==> config.mk <==
export PLATFORM = sky130hd
export DESIGN_NAME = rotary_encoder_with_click
export DESIGN_NICKNAME = d
export VERILOG_FILES = /design/src/sv/rec_pkg.sv /design/src/sv/rec_rot.sv /design/src/sv/rec_btn.sv /design/src/sv/rotary_encoder_with_click.sv
export SDC_FILE = /design/constraint.sdc
export NUM_CORES = 1
export LEC_CHECK = 0
export BUFFER_PORTS_ARGS = -buffer_cell sky130_fd_sc_hd__clkbuf_2
export CORE_AREA = 2 2 116 203
export CTS_CLUSTER_DIAMETER = 150
export DETAILED_ROUTE_END_ITERATION = 16
export DIE_AREA = 0 0 118 205
export GPL_TIMING_DRIVEN = 0
export PLACE_DENSITY = 0.45
export SLEW_MARGIN = 20
export SYNTH_ARGS = -nofsm -noshare
export SYNTH_HDL_FRONTEND = slang
export SYNTH_SLANG_ARGS = --single-unit
==> constraint.sdc <==
create_clock -name aclk -period 5.1 [get_ports aclk]
set_clock_uncertainty 0.15 [all_clocks]
set_input_delay 0.765 -clock aclk [delete_from_list [all_inputs] [get_ports aclk]]
set_output_delay 0.765 -clock aclk [all_outputs]
set_load 0.02 [all_outputs]
==> src/sv/rec_pkg.sv <==
// ----------------------------------------------------------------------------
// rec_pkg
// shared types, constants and the quadrature transition table for the
// rotary encoder with click detection
// ----------------------------------------------------------------------------
package rec_pkg;

    localparam int ELAPSED_BITS_DEF = 16;

    localparam logic [7:0]  DETENT_COUNT_RST     = 8'd4;
    localparam logic [7:0]  ROTATION_LOCKOUT_RST = 8'd2;
    localparam logic [15:0] DEBOUNCE_TIME_RST    = 16'd20;
    localparam logic [15:0] CLICK_WINDOW_RST     = 16'd300;

    localparam logic [7:0] ROT_ELAPSED_MAX = 8'hFF;

    localparam int CFG_DATA_W  = 16;
    localparam int CFG_INDEX_W = 2;

    typedef enum logic [CFG_INDEX_W-1:0] {
        REG_DETENT_COUNT     = 2'd0,
        REG_ROTATION_LOCKOUT = 2'd1,
        REG_DEBOUNCE_TIME    = 2'd2,
        REG_CLICK_WINDOW     = 2'd3
    } cfg_reg_t;

    typedef enum logic [1:0] {
        EV_NONE   = 2'd0,
        EV_SINGLE = 2'd1,
        EV_DOUBLE = 2'd2
    } button_event_t;

    localparam logic signed [1:0] STEP_NONE = 2'sd0;
    localparam logic signed [1:0] STEP_CW   = 2'sd1;
    localparam logic signed [1:0] STEP_CCW  = -2'sd1;

    typedef struct packed {
        logic accept;
        logic first;
    } tick_ctl_t;

    // index is {old phase, new ab}, a in the high bit
    function automatic logic signed [1:0] transition_delta(input logic [3:0] idx);
        logic signed [1:0] d;
        case (idx)
            4'd1, 4'd7, 4'd8, 4'd14: d = STEP_CCW;
            4'd2, 4'd4, 4'd11, 4'd13: d = STEP_CW;
            default: d = STEP_NONE;
        endcase
        return d;
    endfunction

endpackage

==> src/sv/rec_rot.sv <==
// ----------------------------------------------------------------------------
// rec_rot
// quadrature decode: lockout on a/b changes, transition table, detent counting
// ----------------------------------------------------------------------------
module rec_rot
    import rec_pkg::*;
(
    input  logic              aclk,
    input  logic              aresetn,
    input  tick_ctl_t         ctl,
    input  logic [1:0]        ab,
    input  logic [7:0]        detent_count,
    input  logic [7:0]        rotation_lockout,
    output logic signed [1:0] step
);

    logic [1:0]        prev_ab_reg, prev_ab_next;
    logic [1:0]        phase_reg, phase_next;
    logic signed [8:0] accum_reg, accum_next;
    logic [7:0]        elapsed_reg, elapsed_next;
    logic [7:0]        elapsed_inc;
    logic              take;
    logic signed [9:0] sum;
    logic signed [9:0] detent;

    always_comb begin
        elapsed_inc  = (elapsed_reg == ROT_ELAPSED_MAX) ? elapsed_reg : elapsed_reg + 8'd1;
        take         = (ab != prev_ab_reg) && (elapsed_inc >= rotation_lockout);
        sum          = 10'(accum_reg) + 10'(transition_delta({phase_reg, ab}));
        detent       = $signed({2'b00, detent_count});
        prev_ab_next = prev_ab_reg;
        phase_next   = phase_reg;
        accum_next   = accum_reg;
        elapsed_next = elapsed_reg;
        step         = STEP_NONE;
        if (ctl.first) begin
            prev_ab_next = ab;
            phase_next   = ab;
        end else begin
            prev_ab_next = ab;
            elapsed_next = elapsed_inc;
            if (take) begin
                elapsed_next = '0;
                phase_next   = ab;
                if (sum >= detent) begin
                    accum_next = '0;
                    step       = STEP_CW;
                end else if (sum <= -detent) begin
                    accum_next = '0;
                    step       = STEP_CCW;
                end else begin
                    accum_next = sum[8:0];
                end
            end
        end
    end

    always_ff @(posedge aclk) begin
        if (!aresetn) begin
            prev_ab_reg <= '0;
            phase_reg   <= '0;
            accum_reg   <= '0;
            elapsed_reg <= ROT_ELAPSED_MAX;
        end else if (ctl.accept) begin
            prev_ab_reg <= prev_ab_next;
            phase_reg   <= phase_next;
            accum_reg   <= accum_next;
            elapsed_reg <= elapsed_next;
        end
    end

    a_step_clears_accum: assert property (@(posedge aclk) disable iff (!aresetn)
        ctl.accept && (step != STEP_NONE) |=> (accum_reg == '0) && (elapsed_reg == '0))
        else $error("detent step without clearing accumulator and lockout");

    a_no_step_on_first: assert property (@(posedge aclk) disable iff (!aresetn)
        ctl.first |-> (step == STEP_NONE))
        else $error("step given on the priming tick");

endmodule

==> src/sv/rec_btn.sv <==
// ----------------------------------------------------------------------------
// rec_btn
// switch debounce and single / double click detection
// ----------------------------------------------------------------------------
module rec_btn
    import rec_pkg::*;
#(
    parameter int ELAPSED_BITS = ELAPSED_BITS_DEF
) (
    input  logic          aclk,
    input  logic          aresetn,
    input  tick_ctl_t     ctl,
    input  logic          level_switch,
    input  logic [15:0]   debounce_time,
    input  logic [15:0]   click_window,
    output button_event_t button_event
);

    localparam int CMP_W = (ELAPSED_BITS > 16) ? ELAPSED_BITS : 16;

    logic                    prev_sw_reg, prev_sw_next;
    logic                    pending_reg, pending_next;
    logic [ELAPSED_BITS-1:0] btn_elapsed_reg, btn_elapsed_next;
    logic [ELAPSED_BITS-1:0] window_reg, window_next;
    logic [ELAPSED_BITS-1:0] btn_inc, window_inc;
    logic                    pending_mid;

    always_comb begin
        btn_inc      = (&btn_elapsed_reg) ? btn_elapsed_reg
                                          : btn_elapsed_reg + ELAPSED_BITS'(1);
        window_inc   = (!pending_reg || (&window_reg)) ? window_reg
                                                       : window_reg + ELAPSED_BITS'(1);
        prev_sw_next     = prev_sw_reg;
        pending_next     = pending_reg;
        btn_elapsed_next = btn_elapsed_reg;
        window_next      = window_reg;
        pending_mid      = pending_reg;
        button_event     = EV_NONE;
        if (ctl.first) begin
            prev_sw_next = level_switch;
        end else begin
            prev_sw_next     = level_switch;
            btn_elapsed_next = btn_inc;
            window_next      = window_inc;
            // window expiry comes before the switch edge
            if (pending_reg && (CMP_W'(window_inc) >= CMP_W'(click_window))) begin
                pending_mid  = 1'b0;
                button_event = EV_SINGLE;
            end
            pending_next = pending_mid;
            if ((level_switch != prev_sw_reg)
                && (CMP_W'(btn_inc) >= CMP_W'(debounce_time))) begin
                btn_elapsed_next = '0;
                if (level_switch) begin
                    if (pending_mid) begin
                        pending_next = 1'b0;
                        button_event = EV_DOUBLE;
                    end else begin
                        pending_next = 1'b1;
                        window_next  = '0;
                    end
                end
            end
        end
    end

    always_ff @(posedge aclk) begin
        if (!aresetn) begin
            prev_sw_reg     <= 1'b0;
            pending_reg     <= 1'b0;
            btn_elapsed_reg <= '1;
            window_reg      <= '0;
        end else if (ctl.accept) begin
            prev_sw_reg     <= prev_sw_next;
            pending_reg     <= pending_next;
            btn_elapsed_reg <= btn_elapsed_next;
            window_reg      <= window_next;
        end
    end

    a_double_needs_pending: assert property (@(posedge aclk) disable iff (!aresetn)
        ctl.accept && (button_event == EV_DOUBLE) |-> pending_reg ##1 !pending_reg)
        else $error("double click without a pending click");

    a_single_ends_window: assert property (@(posedge aclk) disable iff (!aresetn)
        ctl.accept && (button_event == EV_SINGLE) |-> pending_reg)
        else $error("single click without a pending click");

endmodule

==> src/sv/rotary_encoder_with_click.sv <==
// ----------------------------------------------------------------------------
// rotary_encoder_with_click
// quadrature encoder decoder with debounced push switch and double click
// ----------------------------------------------------------------------------
// Each input word is one millisecond tick of sampled a, b and switch levels.
// The block takes one word per clock and returns one result word per input
// word, in the cycle after it is taken, from the result register. A new tick is
// taken whenever the result register is empty or its word leaves in the same
// cycle, so the rate is one word per cycle as long as the result side keeps
// up; while the result side stalls, the input stalls with it. The first tick
// after reset only loads the samples and gives a zero result. The user must
// write registers through the cfg port only while no tick is in flight (unchecked).
// ----------------------------------------------------------------------------
module rotary_encoder_with_click
    import rec_pkg::*;
#(
    parameter int ELAPSED_BITS = ELAPSED_BITS_DEF
) (
    input  logic                   aclk,
    input  logic                   aresetn,
    input  logic                   s_tvalid,
    output logic                   s_tready,
    input  logic [7:0]             s_tdata,   // level_a, level_b, level_switch, zero pad
    output logic                   m_tvalid,
    input  logic                   m_tready,
    output logic [7:0]             m_tdata,   // rot_step[1:0], button_event[3:2], zero pad
    input  logic                   cfg_wr_en,
    input  logic [CFG_INDEX_W-1:0] cfg_index,
    input  logic [CFG_DATA_W-1:0]  cfg_data
);

    logic              primed_reg;
    logic              m_tvalid_reg;
    logic [3:0]        m_tdata_reg;
    logic [7:0]        detent_count_reg;
    logic [7:0]        rotation_lockout_reg;
    logic [15:0]       debounce_time_reg;
    logic [15:0]       click_window_reg;
    tick_ctl_t         ctl;
    logic signed [1:0] rot_step;
    button_event_t     button_event;

    assign s_tready   = !m_tvalid_reg || m_tready;
    assign ctl.accept = s_tvalid && s_tready;
    assign ctl.first  = !primed_reg;
    assign m_tvalid   = m_tvalid_reg;
    assign m_tdata    = {4'b0000, m_tdata_reg};

    rec_rot u_rot (
        .aclk             (aclk),
        .aresetn          (aresetn),
        .ctl              (ctl),
        .ab               ({s_tdata[0], s_tdata[1]}),
        .detent_count     (detent_count_reg),
        .rotation_lockout (rotation_lockout_reg),
        .step             (rot_step)
    );

    rec_btn #(
        .ELAPSED_BITS (ELAPSED_BITS)
    ) u_btn (
        .aclk          (aclk),
        .aresetn       (aresetn),
        .ctl           (ctl),
        .level_switch  (s_tdata[2]),
        .debounce_time (debounce_time_reg),
        .click_window  (click_window_reg),
        .button_event  (button_event)
    );

    always_ff @(posedge aclk) begin
        if (!aresetn) begin
            detent_count_reg     <= DETENT_COUNT_RST;
            rotation_lockout_reg <= ROTATION_LOCKOUT_RST;
            debounce_time_reg    <= DEBOUNCE_TIME_RST;
            click_window_reg     <= CLICK_WINDOW_RST;
        end else if (cfg_wr_en) begin
            unique case (cfg_reg_t'(cfg_index))
                REG_DETENT_COUNT:     detent_count_reg     <= cfg_data[7:0];
                REG_ROTATION_LOCKOUT: rotation_lockout_reg <= cfg_data[7:0];
                REG_DEBOUNCE_TIME:    debounce_time_reg    <= cfg_data[15:0];
                REG_CLICK_WINDOW:     click_window_reg     <= cfg_data[15:0];
                default: ;
            endcase
        end
    end

    always_ff @(posedge aclk) begin
        if (!aresetn) begin
            primed_reg   <= 1'b0;
            m_tvalid_reg <= 1'b0;
        end else begin
            if (ctl.accept) begin
                primed_reg   <= 1'b1;
                m_tvalid_reg <= 1'b1;
            end else if (m_tready) begin
                m_tvalid_reg <= 1'b0;
            end
        end
    end

    always_ff @(posedge aclk) begin
        if (ctl.accept) begin
            m_tdata_reg <= {button_event, rot_step};
        end
    end

    a_word_gives_result: assert property (@(posedge aclk) disable iff (!aresetn)
        ctl.accept |=> m_tvalid_reg)
        else $error("accepted word gave no result");

    a_first_tick_zero: assert property (@(posedge aclk) disable iff (!aresetn)
        ctl.accept && ctl.first |=> (m_tdata_reg == 4'b0000) && primed_reg)
        else $error("priming tick gave a non-zero result");

endmodule

---- Word level (Yosys, flattened, before mapping) ----
Memory sizes are Yosys's and may differ from the RTL's.
Cells that the tools add are included.
W data, S select, Z words.
word-level totals
  flip-flop bits (word level) ............. 109
  memory bits (read-only) ................. 32
  input bits .............................. 31
  output and inout port bits .............. 10
  memories kept ........................... 1
memories
  memory            depth  width  read ports  clocked after memory_dff  write ports  line           text
  (name not given)  16     2      1           0                         0            rec_pkg.sv:45  case (idx)
operators by class
  add/subtract/negate cells ............... 5
  magnitude comparators ................... 5
  eq/ne operators ......................... 7
  multiplexer cells ....................... 25
  bitwise gates (word level) .............. 2
  reduce and logical (&&, ||, !) cells .... 21
operators with widths
  kind                     number
  $mux W16                 6
  $add A16 B1 Y16 const B  2
  $ge A16 B16 Y1           2
  $reduce_and A16 Y1       2
  $mux W9                  2
  $mux W8                  2
  $reduce_and A2 Y1        7
  $mux W2                  6
  $add A9 B2 Y10           1
  $ge A10 B9 Y1            1
  $le A10 B10 Y1           1
  $neg A8 Y10              1
  $mux W1                  9
  $add A8 B1 Y8 const B    1
  $eq A8 B8 Y1 const B     1
  $ge A8 B8 Y1             1
  $eq A2 B2 Y1 const B     2
  $logic_and A1 B1 Y1      4
  $reduce_and A3 Y1        1
  $reduce_or A3 Y1         1
  $eq A2 B1 Y1 const B     1
  $logic_not A1 Y1         2
  $logic_not A2 Y1         1
  $logic_or A1 B1 Y1       2
  other kinds (5)          6

---- Depth between registers and ports, before layout ----
Gate-level depths: netlist of the first run.
  word-level depth ........................ 10
  mapped depth ............................ 18
  mapped depth without buffers ............ 18

---- Hierarchy ----
Synthesis of the first run repeated with hierarchy kept, for this count alone.
unflattened totals
  cell total of the unflattened synthesis .. 860
  area total of the unflattened synthesis .. 7,269.5 um2
modules (own cells, without submodules)
  module                     instances  cells each  area each (um2)
  rec_btn                    1          408         3,209.3
  rec_rot                    1          256         2,155.8
  rotary_encoder_with_click  1          196         1,904.3

---- Least setup slack after synthesis of the first run ----
OpenSTA, ideal clock, no wires.
  path kind ............................... input -> register
  from .................................... in s_tdata[0]
  to ...................................... reg m_tdata_reg[1] (data pin)
  setup time .............................. 176 ps
  arrival ................................. 4,138 ps
  required time ........................... 4,774 ps
  path slack .............................. 635 ps
  cell stages on the path ................. 17
  cell sequence ........................... inv_1 ha_1 mux4_2 ha_1 a21oi_1 nand2_1 and3_1 nor2b_1 xnor2_1 ha_1 and4_1 o21ai_0 a31oi_1 o31a_1 a211oi_2 nor2_1 nor4_1
on the way
  word-level cells in the longest chain between the ends .. 4
  elaborated cells between the ends (all ways) .. 9
  those cells by class .................... add/sub: 1; order compare: 2; eq/ne: 1; mux: 1; bitwise: 1; reduce/logical: 2; memory: 1
ends and longest elaborated chain
  what                                                          line                              text
  start, declared                                               rotary_encoder_with_click.sv:23   input logic [7:0] s_tdata,
  $mem_v2 Z16 W2 / $ne A2 B2 Y1 (equally long branches)         --
  $add A9 B2 Y10 / $logic_and A1 B1 Y1 (equally long branches)  rec_rot.sv:29, rec_rot.sv:28
  $ge A10 B9 Y1, or another cell as far along                   rec_rot.sv:45                     if (sum >= detent) begin
  $reduce_or A3 Y1 (no line) / $mux W2 (equally long branches)  --
  end signal, assigned                                          rotary_encoder_with_click.sv:104  m_tdata_reg <= {button_event, rot_step};
  end, declared                                                 rotary_encoder_with_click.sv:34   logic [3:0] m_tdata_reg;
Parallel ways exist; a longest one is shown, timed or not.
A chain may end at the register's enable or synchronous reset.

---- Worst setup path after layout of the first run ----
  from .................................... in s_tdata[1]
  to ...................................... reg m_tdata_reg[1] (data pin)
Same word-level chain as after synthesis.

==> results.yml, run 1 <==
setup_path:
  worst-path-stages: 18
  crit_path_frequent_cell: "ha_1"
  worstSetupPathType: "in -> reg"
  r2r_slack_ps: 430
  reg2reg_depth: 18
  critPathMaxFanout: 10
  crit_path_start_kind: "primary input"
  rr_endpoint: "u_btn.window_reg[5]"
  cp.required_ps: 5110
  cp-endpoint: "m_tdata_reg[1]"
  reg2reg_from: "u_btn.btn_elapsed_reg[0]"
  cpMaxStageDelayCell: "mux4_2"
  cpPeakStageDelay_ps: 620
  arrival_ps: 4840
  path_cells: "clkbuf_2 > inv_1 > ha_1 > mux4_2 > ha_1 > a21oi_1 > nand2_1 > and3_1 > nor2b_1 > xnor2_2 > ha_1 > and4_1 > o21ai_0 > a31oi_1 > o31a_1 > a211oi_4 > nor2_1 > nor4_4"
  cp_top_family: "simple AND/OR/NAND/NOR gates"
  critPathBufInv: 2
  crit_start: "s_tdata[1]"
  end_kind: "flop"
placement:
  dpl.cell_count: 1178
  hpwl_um: 17100
  gp_congestion: 0.793
  portBuffers: 31
drt:
  drc: 0
  wire_per_inst_um: 18.0
  drt_pass1_iterations: 5
  detail-route-antenna-nets: 0
  dr_total_vias: 6058
  drt-initial-drc-count: 213
  via_per_inst: 5.07
  drt_wl_total_um: 21500
synthesis:
  synth_edf_count: 4
  yosys-top-cells-area: "dfxtp_1 30%, ha_1 13%, nand2_1 6.5%"
  syn_inst: 844
  synth_flop_cell: "dfxtp_1"
  ys_warn_count: 0
  ys_types: 69
  synth.top_cell.area_share_pct: 30.4
  async_reset_ff_share_pct: 0
  ys_ff_latch: 109
  synth_top_area_cell: "dfxtp_1"
  avgSynthCellArea_um2: 8.18
  synth_area_mm2: 0.00691
  yosysSeqAreaShare_pct: 32.2
clocking:
  htreeDepth: 3
  clock_path_buffers: 2
  cts_root_buffer: "clkbuf_16"
  insertion_delay_ps: 380
  clk_pin_slew_ps: 80
  cts_hold_buf: 0
  cts_buffers: 9
  cts_tree: "yes"
  clock_sinks: 109
timing:
  fmax_mhz: 207
  rsz0062_at_grt: "no"
  finalHoldViolCount: 0
  maxSlewViolCount: 0
  whs_ps: 307
  tightest_slew_ps: 978
  period_needed_ps: 4830
  finalCritPeriodShare_pct: 94.8
  max-slew-margin-rel_pct: 34.1
  finalSetupViolCount: 0
floorplanning:
  fp.dieW_um: 118
  coreArea_mm2: 0.0226
  dieArea_mm2: 0.0242
  die_h_um: 205
  start_util_pct: 30.6
  io_pins: 41
  row_count: 73
layout:
  nFillCells: 2465
  multi_input_area_mm2: 0.00429
  num_antenna_cells: 0
  final_cells: 1194
  final_nets: 995
  regArea_mm2: 0.00222
  area_delta_synth_final_pct: 12.9
  drive_gt1_share_pct: 9.73
grt:
  grt_use_met3_pct: 2.76
  grt_max_degree: 21
  grt_antenna_before_repair: 0
  grt-busiest-layer: "met2"
  gr-total-overflow: 0
  use_met1_pct: 17.7
  gr-usage-met2_pct: 37.3
  grt_pass1_wl_um: 33600
  grt_pass1_vias: 6116
  grt.total_usage_pct: 18.2
hold_path:
  worstHoldPathType: "reg -> reg"
outcome:
  status: "completed"
power_and_ir_drop:
  worst_ir_drop_vdd_uv: 182
  leakagePower_nw: 3.18
  power_density_mw_per_mm2: 292
run:
  cap_violations: 0
## worst min-delay path by stage
stage,cells after the start,from,slack [ps],endpoint
after floorplan,2,u_rot.accum_reg[8],280,u_rot.accum_reg[8]
after global routing,2,debounce_time_reg[3],330,debounce_time_reg[3]
after global placement,2,click_window_reg[6],290,click_window_reg[6]
after CTS,2,debounce_time_reg[10],310,debounce_time_reg[10]
final,2,debounce_time_reg[14],310,debounce_time_reg[14]
after detailed placement,2,debounce_time_reg[10],300,debounce_time_reg[10]
## stage by stage
stage	TNS (ps)	area [µm²]	worst slack (ps)	power, mW	util, %
floorplan	0	6920	635	1.34	-
detailed placement	-729	7450	-500	1.52	33.0
CTS	0	7770	67.6	2.30	34.4
global route	0	7800	41.9	2.40	34.6
global placement	-892	7450	-574	1.52	33.0
finish	0	7800	267	2.28	34.6
## layer usage
| metal | share of wire, % | wire length [µm] |
|---|---|---|
| met1 | 37 | 7930 |
| met5 | 0 | 0 |
| met3 | 2.7 | 584 |
| met2 | 57 | 12300 |
| met4 | 2.9 | 626 |
## tightest hold or removal path: stages (launching register included)
cell,delay (ps)
dfxtp_1,310
nand2_1,50
a21oi_1,50
## power by group
part,internal (mW),switching (mW)
Clock,0.392,0.382
Sequential,0.892,0.0304
Combinational,0.220,0.361
## synth_stat cells (9+ instances only)
library cell,number
nand2_1,120
nand4_1,21
inv_1,67
o2111ai_1,9
o21ai_0,21
dfxtp_1,105
nor2_1,51
ha_1,74
nand3_1,39
xor2_1,10
a21oi_1,74
nor3_1,18
nor4_1,9
clkbuf_1,24
xnor2_1,32
a221o_1,15
o211ai_1,17
## what timing repair did
item	CTS	global route
endpoints found under the setup margin	1	2
cloned	0	0
resized for setup	1	4
buffers inserted	0	0
## area by class of cell
class,instances,share of cell area [%]
flip-flops and latches,109,28.5
well taps,300,4.81
clock inverters,7,1.14
multi-input cells,630,55.0
plain buffers,41,2.42
clock buffers,9,2.89
repair buffers,31,1.99
inverters,67,3.23
## logic make-up after synthesis
| kind of cell | Yosys count | share of synthesized area (%) |
|---|---|---|
| simple gates | 309 | 22.1 |
| compound gates | 187 | 18.1 |
| flops | 109 | 32.2 |
| buf+inv | 108 | 6.38 |
| fa+ha+maj | 75 | 13.7 |
| xor+xnor | 42 | 5.33 |
| mux | 13 | 2.14 |
| other cells | 1 | 0.0543 |
## cell usage in the layout, fill, tap and decap left out, drive strengths merged, types with 5 or more instances in the layout
cell / count
dfxtp: 105
o2111ai: 9
nor2: 51
nand2: 120
a211oi: 5
and2: 8
buf: 16
o21ai: 22
a21oi: 76
a22o: 8
nand4: 21
a221o: 15
ha: 74
xor2: 10
o211ai: 17
nor3b: 5
and4: 5
a21o: 7
xnor2: 32
a31oi: 5
inv: 70
clkbuf: 65
nand3: 40
and3: 9
mux2i: 8
nor4: 10
nor3: 20
nor2b: 6
(Power assumes the default switching activity.)
==> run 2, diff against run 1 <==
--- a/config.mk
+++ b/config.mk
@@ -5,13 +5,13 @@
 export SDC_FILE = /design/constraint.sdc
 export NUM_CORES = 1
 export LEC_CHECK = 0
-export BUFFER_PORTS_ARGS = -buffer_cell sky130_fd_sc_hd__clkbuf_2
 export CORE_AREA = 2 2 116 203
 export CTS_CLUSTER_DIAMETER = 150
 export DETAILED_ROUTE_END_ITERATION = 16
 export DIE_AREA = 0 0 118 205
+export DONT_BUFFER_PORTS = 1
 export GPL_TIMING_DRIVEN = 0
-export PLACE_DENSITY = 0.45
+export PLACE_DENSITY = 0.43
 export SLEW_MARGIN = 20
 export SYNTH_ARGS = -nofsm -noshare
 export SYNTH_HDL_FRONTEND = slang
==> run 2 against run 1 <==
Against the previous run: register-to-register slack worse by 60 ps; clock power increased by 6.1%; setup slack improved by 100 ps; die area unchanged; non-clock buffer count is 31 lower; maximum frequency is 2.2% higher; via count fell by 3.8%; sequential power barely moved; cell area shrank 2.2%; critical path depth stayed put.
==> results.yml, run 2 (synthesis results as in run 1) <==
timing:
  finalCritPeriodShare_pct: 92.7
  period_needed_ps: 4730
  tightest_slew_ps: 1040
  finalSetupViolCount: 0
  setup_ws_ps: 371
  maxSlewViolCount: 0
  rsz0062_at_grt: "no"
  timing.setup.tns_ps: 0
  max-slew-margin-rel_pct: 30.3
  finalHoldViolCount: 0
  fmax_mhz: 211
clocking:
  clk_pin_slew_ps: 80
  clock_sinks: 109
  insertion_delay_ps: 370
  cts_buffers: 9
  clock_path_buffers: 2
  cts_tree: "yes"
  cts_resized: 0
  htreeDepth: 3
  cts_setup_buffers: 0
  cts_hold_buf: 0
  cts_root_buffer: "clkbuf_16"
grt:
  gr-total-overflow: 0
  grt_antenna_before_repair: 0
  grt_max_degree: 17
  grt_pass1_vias: 5919
  grt_pass1_wl_um: 32600
  grt.total_usage_pct: 17.5
floorplanning:
  dieArea_mm2: 0.0242
  row_count: 73
  fp.dieW_um: 118
  start_util_pct: 30.6
  io_pins: 41
  coreArea_mm2: 0.0226
  die_h_um: 205
drt:
  drt_pass1_iterations: 6
  drt-initial-drc-count: 305
  top_layer: "met4"
  drt_wl_total_um: 20400
  detail-route-antenna-nets: 0
  drt-met1-wl_um: 8060
  met2_length_um: 11100
  met3WireLength_um: 774
  wire_per_inst_um: 17.5
  drc: 0
  via_per_inst: 5.01
  dr_total_vias: 5827
setup_path:
  end_kind: "flop"
  reg2reg_depth: 18
  arrival_ps: 4870
  worstSetupPathType: "reg -> reg"
  rr_endpoint: "u_btn.window_reg[2]"
  r2r_slack_ps: 370
  critPathMaxFanout: 10
  crit_path_start_kind: "flop"
  reg2reg_from: "u_btn.btn_elapsed_reg[0]"
  cp.required_ps: 5240
outcome:
  status: "completed"
placement:
  hpwl_um: 16100
  dpl.cell_count: 1147
  gp_congestion: 0.810
  pre_cts_ws_ps: 61.5
  portBuffers: 0
hold_path:
  hold_start: "debounce_time_reg[13]"
  whs_path_depth: 2
  worstHoldPathType: "reg -> reg"
  whs_endpoint: "debounce_time_reg[13]"
layout:
  final_cells: 1163
  area_delta_synth_final_pct: 10.5
  final_cell_mix: "120 x nand2_1, 105 x dfxtp_1, 74 x a21oi_1, 74 x ha_1, 67 x inv_1"
  nFillCells: 2395
  drive_gt1_share_pct: 5.91
  layout_commonest_cell: "nand2_1"
  final_nets: 964
  num_antenna_cells: 0
power_and_ir_drop:
  intPower_mw: 1.58
  p_comb_share_pct: 23.6
  power_density_mw_per_mm2: 300
  p_clk_share_pct: 35.9
  switching_share_pct: 31.0
  p_switching_uw: 708
  power_mw: 2.29
  worst_ir_drop_vdd_uv: 142
  seq_power_share_pct: 40.5
  leakagePower_nw: 3.05
run:
  cap_violations: 0
run 2: cell count changes in the layout (fill, tap and decap cells not counted), sizes merged:
cell,before,now
bufinv,1,2
clkbuf,65,38
clkinv,2,1
clkinvlp,1,0
inv,70,67
run 2: layout make-up:
type,count,area (µm²),share of cell area [%]
clock buffer,13,272,3.56
sequential,109,2220,29.1
inverter,67,251,3.30
multi-input combinational,630,4250,55.8
tap,300,375,4.92
clock inverter,3,65.1,0.853
buffer,41,189,2.48
run 2: how the worst max path moves through the flow:
stage                              from                    to  slack (ps)  depth (start not counted)
2_1_floorplan                s_tdata[0]        m_tdata_reg[1]         640                         17
3_3_place_gp                 s_tdata[0]        m_tdata_reg[1]          80                         15
3_5_place_dp                 s_tdata[0]        m_tdata_reg[1]          60                         17
4_1_cts        u_btn.btn_elapsed_reg[0]   u_btn.window_reg[2]         330                         18
5_1_grt        u_btn.btn_elapsed_reg[0]  u_btn.window_reg[10]          60                         18
6_report       u_btn.btn_elapsed_reg[0]   u_btn.window_reg[2]         370                         18
run 2: metrics by stage:
step           hold WS [ps]  instance area (µm²)  util (%)
2_1_floorplan           276                 6920         -
3_3_place_gp            297                 7290      32.3
3_5_place_dp            300                 7290      32.3
4_1_cts                 311                 7630      33.8
5_1_grt                 325                 7630      33.8
6_report                305                 7630      33.8
run 2: routing by layer:
metal | GRT usage (%) | vias up
li1 | - | 3029
met1 | 18.2 | 2699
met2 | 33.6 | 75
met3 | 3.98 | 24
met4 | 7.06 | 0
met5 | 0 | -
run 2: power by group through the flow:
| stage | clock network (mW) | logic [mW] | registers [mW] |
|---|---|---|---|
| 2_1_floorplan | 0 | 0.406 | 0.937 |
| 3_3_place_gp | 0 | 0.542 | 0.945 |
| 3_5_place_dp | 0 | 0.544 | 0.945 |
| 4_1_cts | 0.858 | 0.547 | 0.925 |
| 5_1_grt | 0.883 | 0.619 | 0.931 |
| 6_report | 0.821 | 0.539 | 0.925 |
run 2: critical path: stages, from the launching register on:
cell,delay [ps]
dfxtp_1,420
ha_1,200
and2_0,120
clkbuf_4,180
and4_4,270
nand3_4,160
and2_4,190
buf_6,120
nand2_1,70
xnor2_1,160
ha_1,290
a21oi_1,140
o21ai_0,90
a2111oi_0,650
o21ai_0,400
nand3b_1,290
clkbuf_1,430
o22ai_1,180
a21oi_1,160
==> run 3, diff against run 2 <==
--- a/config.mk
+++ b/config.mk
@@ -5,13 +5,14 @@
 export SDC_FILE = /design/constraint.sdc
 export NUM_CORES = 1
 export LEC_CHECK = 0
-export CORE_AREA = 2 2 116 203
+export CORE_AREA = 2 2 153 155
 export CTS_CLUSTER_DIAMETER = 150
 export DETAILED_ROUTE_END_ITERATION = 16
-export DIE_AREA = 0 0 118 205
+export DIE_AREA = 0 0 155 157
 export DONT_BUFFER_PORTS = 1
 export GPL_TIMING_DRIVEN = 0
 export PLACE_DENSITY = 0.43
+export SKIP_LAST_GASP = 1
 export SLEW_MARGIN = 20
 export SYNTH_ARGS = -nofsm -noshare
 export SYNTH_HDL_FRONTEND = slang
==> constraint.sdc (replaced) <==
create_clock -name aclk -period 5.81 [get_ports aclk]
set_clock_uncertainty 0.15 [all_clocks]
set_input_delay 0.8715 -clock aclk [delete_from_list [all_inputs] [get_ports aclk]]
set_output_delay 0.8715 -clock aclk [all_outputs]
set_load 0.02 [all_outputs]
==> run 3 against run 2 <==
Against the previous run: global-route usage decreased by 1.2 points; largest cell class unchanged; setup slack improved by 790 ps; die area increased by 0.60%; sequential share of layout area increased by 0.27 points; utilization decreased by 0.22 points; clock power decreased by 23%; combinational power decreased by 14%; count of clock-buffer cells in the layout decreased by 2; critical path depth decreased by 1; final cell count decreased by 1.4%; power decreased by 17%.
==> results.yml, run 3 (synthesis results as in run 1) <==
outcome:
  status: "completed"
floorplanning:
  row_count: 55
  dieArea_mm2: 0.0243
  fp.dieW_um: 155
  coreArea_mm2: 0.0225
  die_h_um: 157
  io_pins: 41
  start_util_pct: 30.7
grt:
  grt_max_degree: 19
  grt_use_met3_pct: 1.90
  gr-total-overflow: 0
  grt_pass1_vias: 5683
  grt_pass1_wl_um: 31100
  use_met1_pct: 22.3
  gr-usage-met2_pct: 26.8
  grt_antenna_before_repair: 0
  grt-busiest-layer: "met2"
  grt.total_usage_pct: 16.3
clocking:
  clock_sinks: 109
  htreeDepth: 3
  insertion_delay_ps: 370
  cts_tree: "yes"
  clk_pin_slew_ps: 80
  clock_path_buffers: 2
  cts_hold_buf: 0
  cts_resized: 0
  cts_root_buffer: "clkbuf_16"
  cts_buffers: 9
  cts_setup_buffers: 0
timing:
  maxSlewViolCount: 0
  finalHoldViolCount: 0
  rsz0062_at_grt: "no"
  fmax_mhz: 215
  timing.setup.tns_ps: 0
  period_needed_ps: 4650
  max-slew-margin-rel_pct: 34.1
  finalSetupViolCount: 0
  tightest_slew_ps: 984
  finalCritPeriodShare_pct: 80.1
hold_path:
  worstHoldPathType: "reg -> reg"
  whs_path_depth: 2
setup_path:
  crit_path_start_kind: "primary input"
  cpMaxStageDelayCell: "mux4_2"
  end_kind: "flop"
  crit_path_frequent_cell: "ha_1"
  reg2reg_depth: 18
  path_cells: "inv_1 > ha_1 > mux4_2 > ha_1 > a21oi_1 > nand2_1 > and3_1 > nor2b_1 > xnor2_1 > ha_1 > and4_1 > o21ai_0 > a31oi_1 > o31a_1 > a211oi_2 > nor2_1 > nor4_1"
  cp.required_ps: 5840
  cpPeakStageDelay_ps: 610
  critPathMaxFanout: 10
  worstSetupPathType: "in -> reg"
  arrival_ps: 4680
layout:
  layout_commonest_cell: "nand2_1"
  drive_gt1_share_pct: 5.92
  final_cell_mix: "120 x nand2_1, 105 x dfxtp_1, 74 x a21oi_1, 74 x ha_1, 67 x inv_1"
  area_delta_synth_final_pct: 9.48
  nFillCells: 2362
  design_area_mm2: 0.00756
  final_nets: 964
  num_antenna_cells: 0
drt:
  via_per_inst: 5.08
  drc: 0
  dr_total_vias: 5830
  drt-initial-drc-count: 253
  drt_pass1_iterations: 4
  detail-route-antenna-nets: 0
  drt_wl_total_um: 19100
  wire_per_inst_um: 16.6
power_and_ir_drop:
  power_density_mw_per_mm2: 252
  leakagePower_nw: 3.02
  worst_ir_drop_vdd_uv: 129
placement:
  portBuffers: 0
  gp_congestion: 0.801
  placed_area_mm2: 0.00727
  hpwl_um: 14800
run:
  cap_violations: 0
==> run 3: power by group <==
group	internal, mW	switching (mW)
clock network	0.318	0.312
registers	0.783	0.0294
logic	0.184	0.279
total	1.28	0.621
==> run 3: final cells by class <==
cell class	count	area [µm²]	share of cell area, %
Buffer	41	189	2.50
Clock buffer	11	254	3.36
Clock inverter	4	32.5	0.430
Inverter	67	251	3.33
Multi-Input combinational cell	630	4250	56.3
Sequential cell	109	2220	29.4
Tap cell	285	357	4.72
==> run 3: worst paths after layout <==
path | start | endpoint | slack [ps]
setup / recovery | s_tdata[0] | m_tdata_reg[1] | 1160
hold / removal | debounce_time_reg[10] | debounce_time_reg[10] | 310
setup reg to reg | u_btn.btn_elapsed_reg[0] | u_btn.window_reg[2] | 1380
hold reg to reg | debounce_time_reg[10] | debounce_time_reg[10] | 310
==> run 3: routing by layer <==
metal,vias to the layer above,routed length [µm]
met2,88,8730
met3,20,525
met4,0,295
li1,3020,-
met5,-,0
met1,2702,9520
==> run 3: stage by stage <==
step	hold slack (ps)	std cells	setup slack, ps	total power [mW]	util [%]
2_1_floorplan	276	847	1240	1.18	-
3_3_place_gp	294	1132	782	1.29	32.3
3_5_place_dp	298	1132	789	1.30	32.3
4_1_cts	309	1147	1160	1.93	33.6
5_1_grt	326	1147	843	2.03	33.6
6_report	305	1147	1160	1.91	33.6
==> run 3: critical path, delay by kind of cell <==
kind / cells / cell delay, ps
AO/OA/AOI/OAI: 5 / 1060
XOR/XNOR: 1 / 220
adder cells (fa/ha/maj): 3 / 850
buffers and inverters: 1 / 50
multiplexers: 1 / 610
AND/OR/NAND/NOR: 6 / 1020
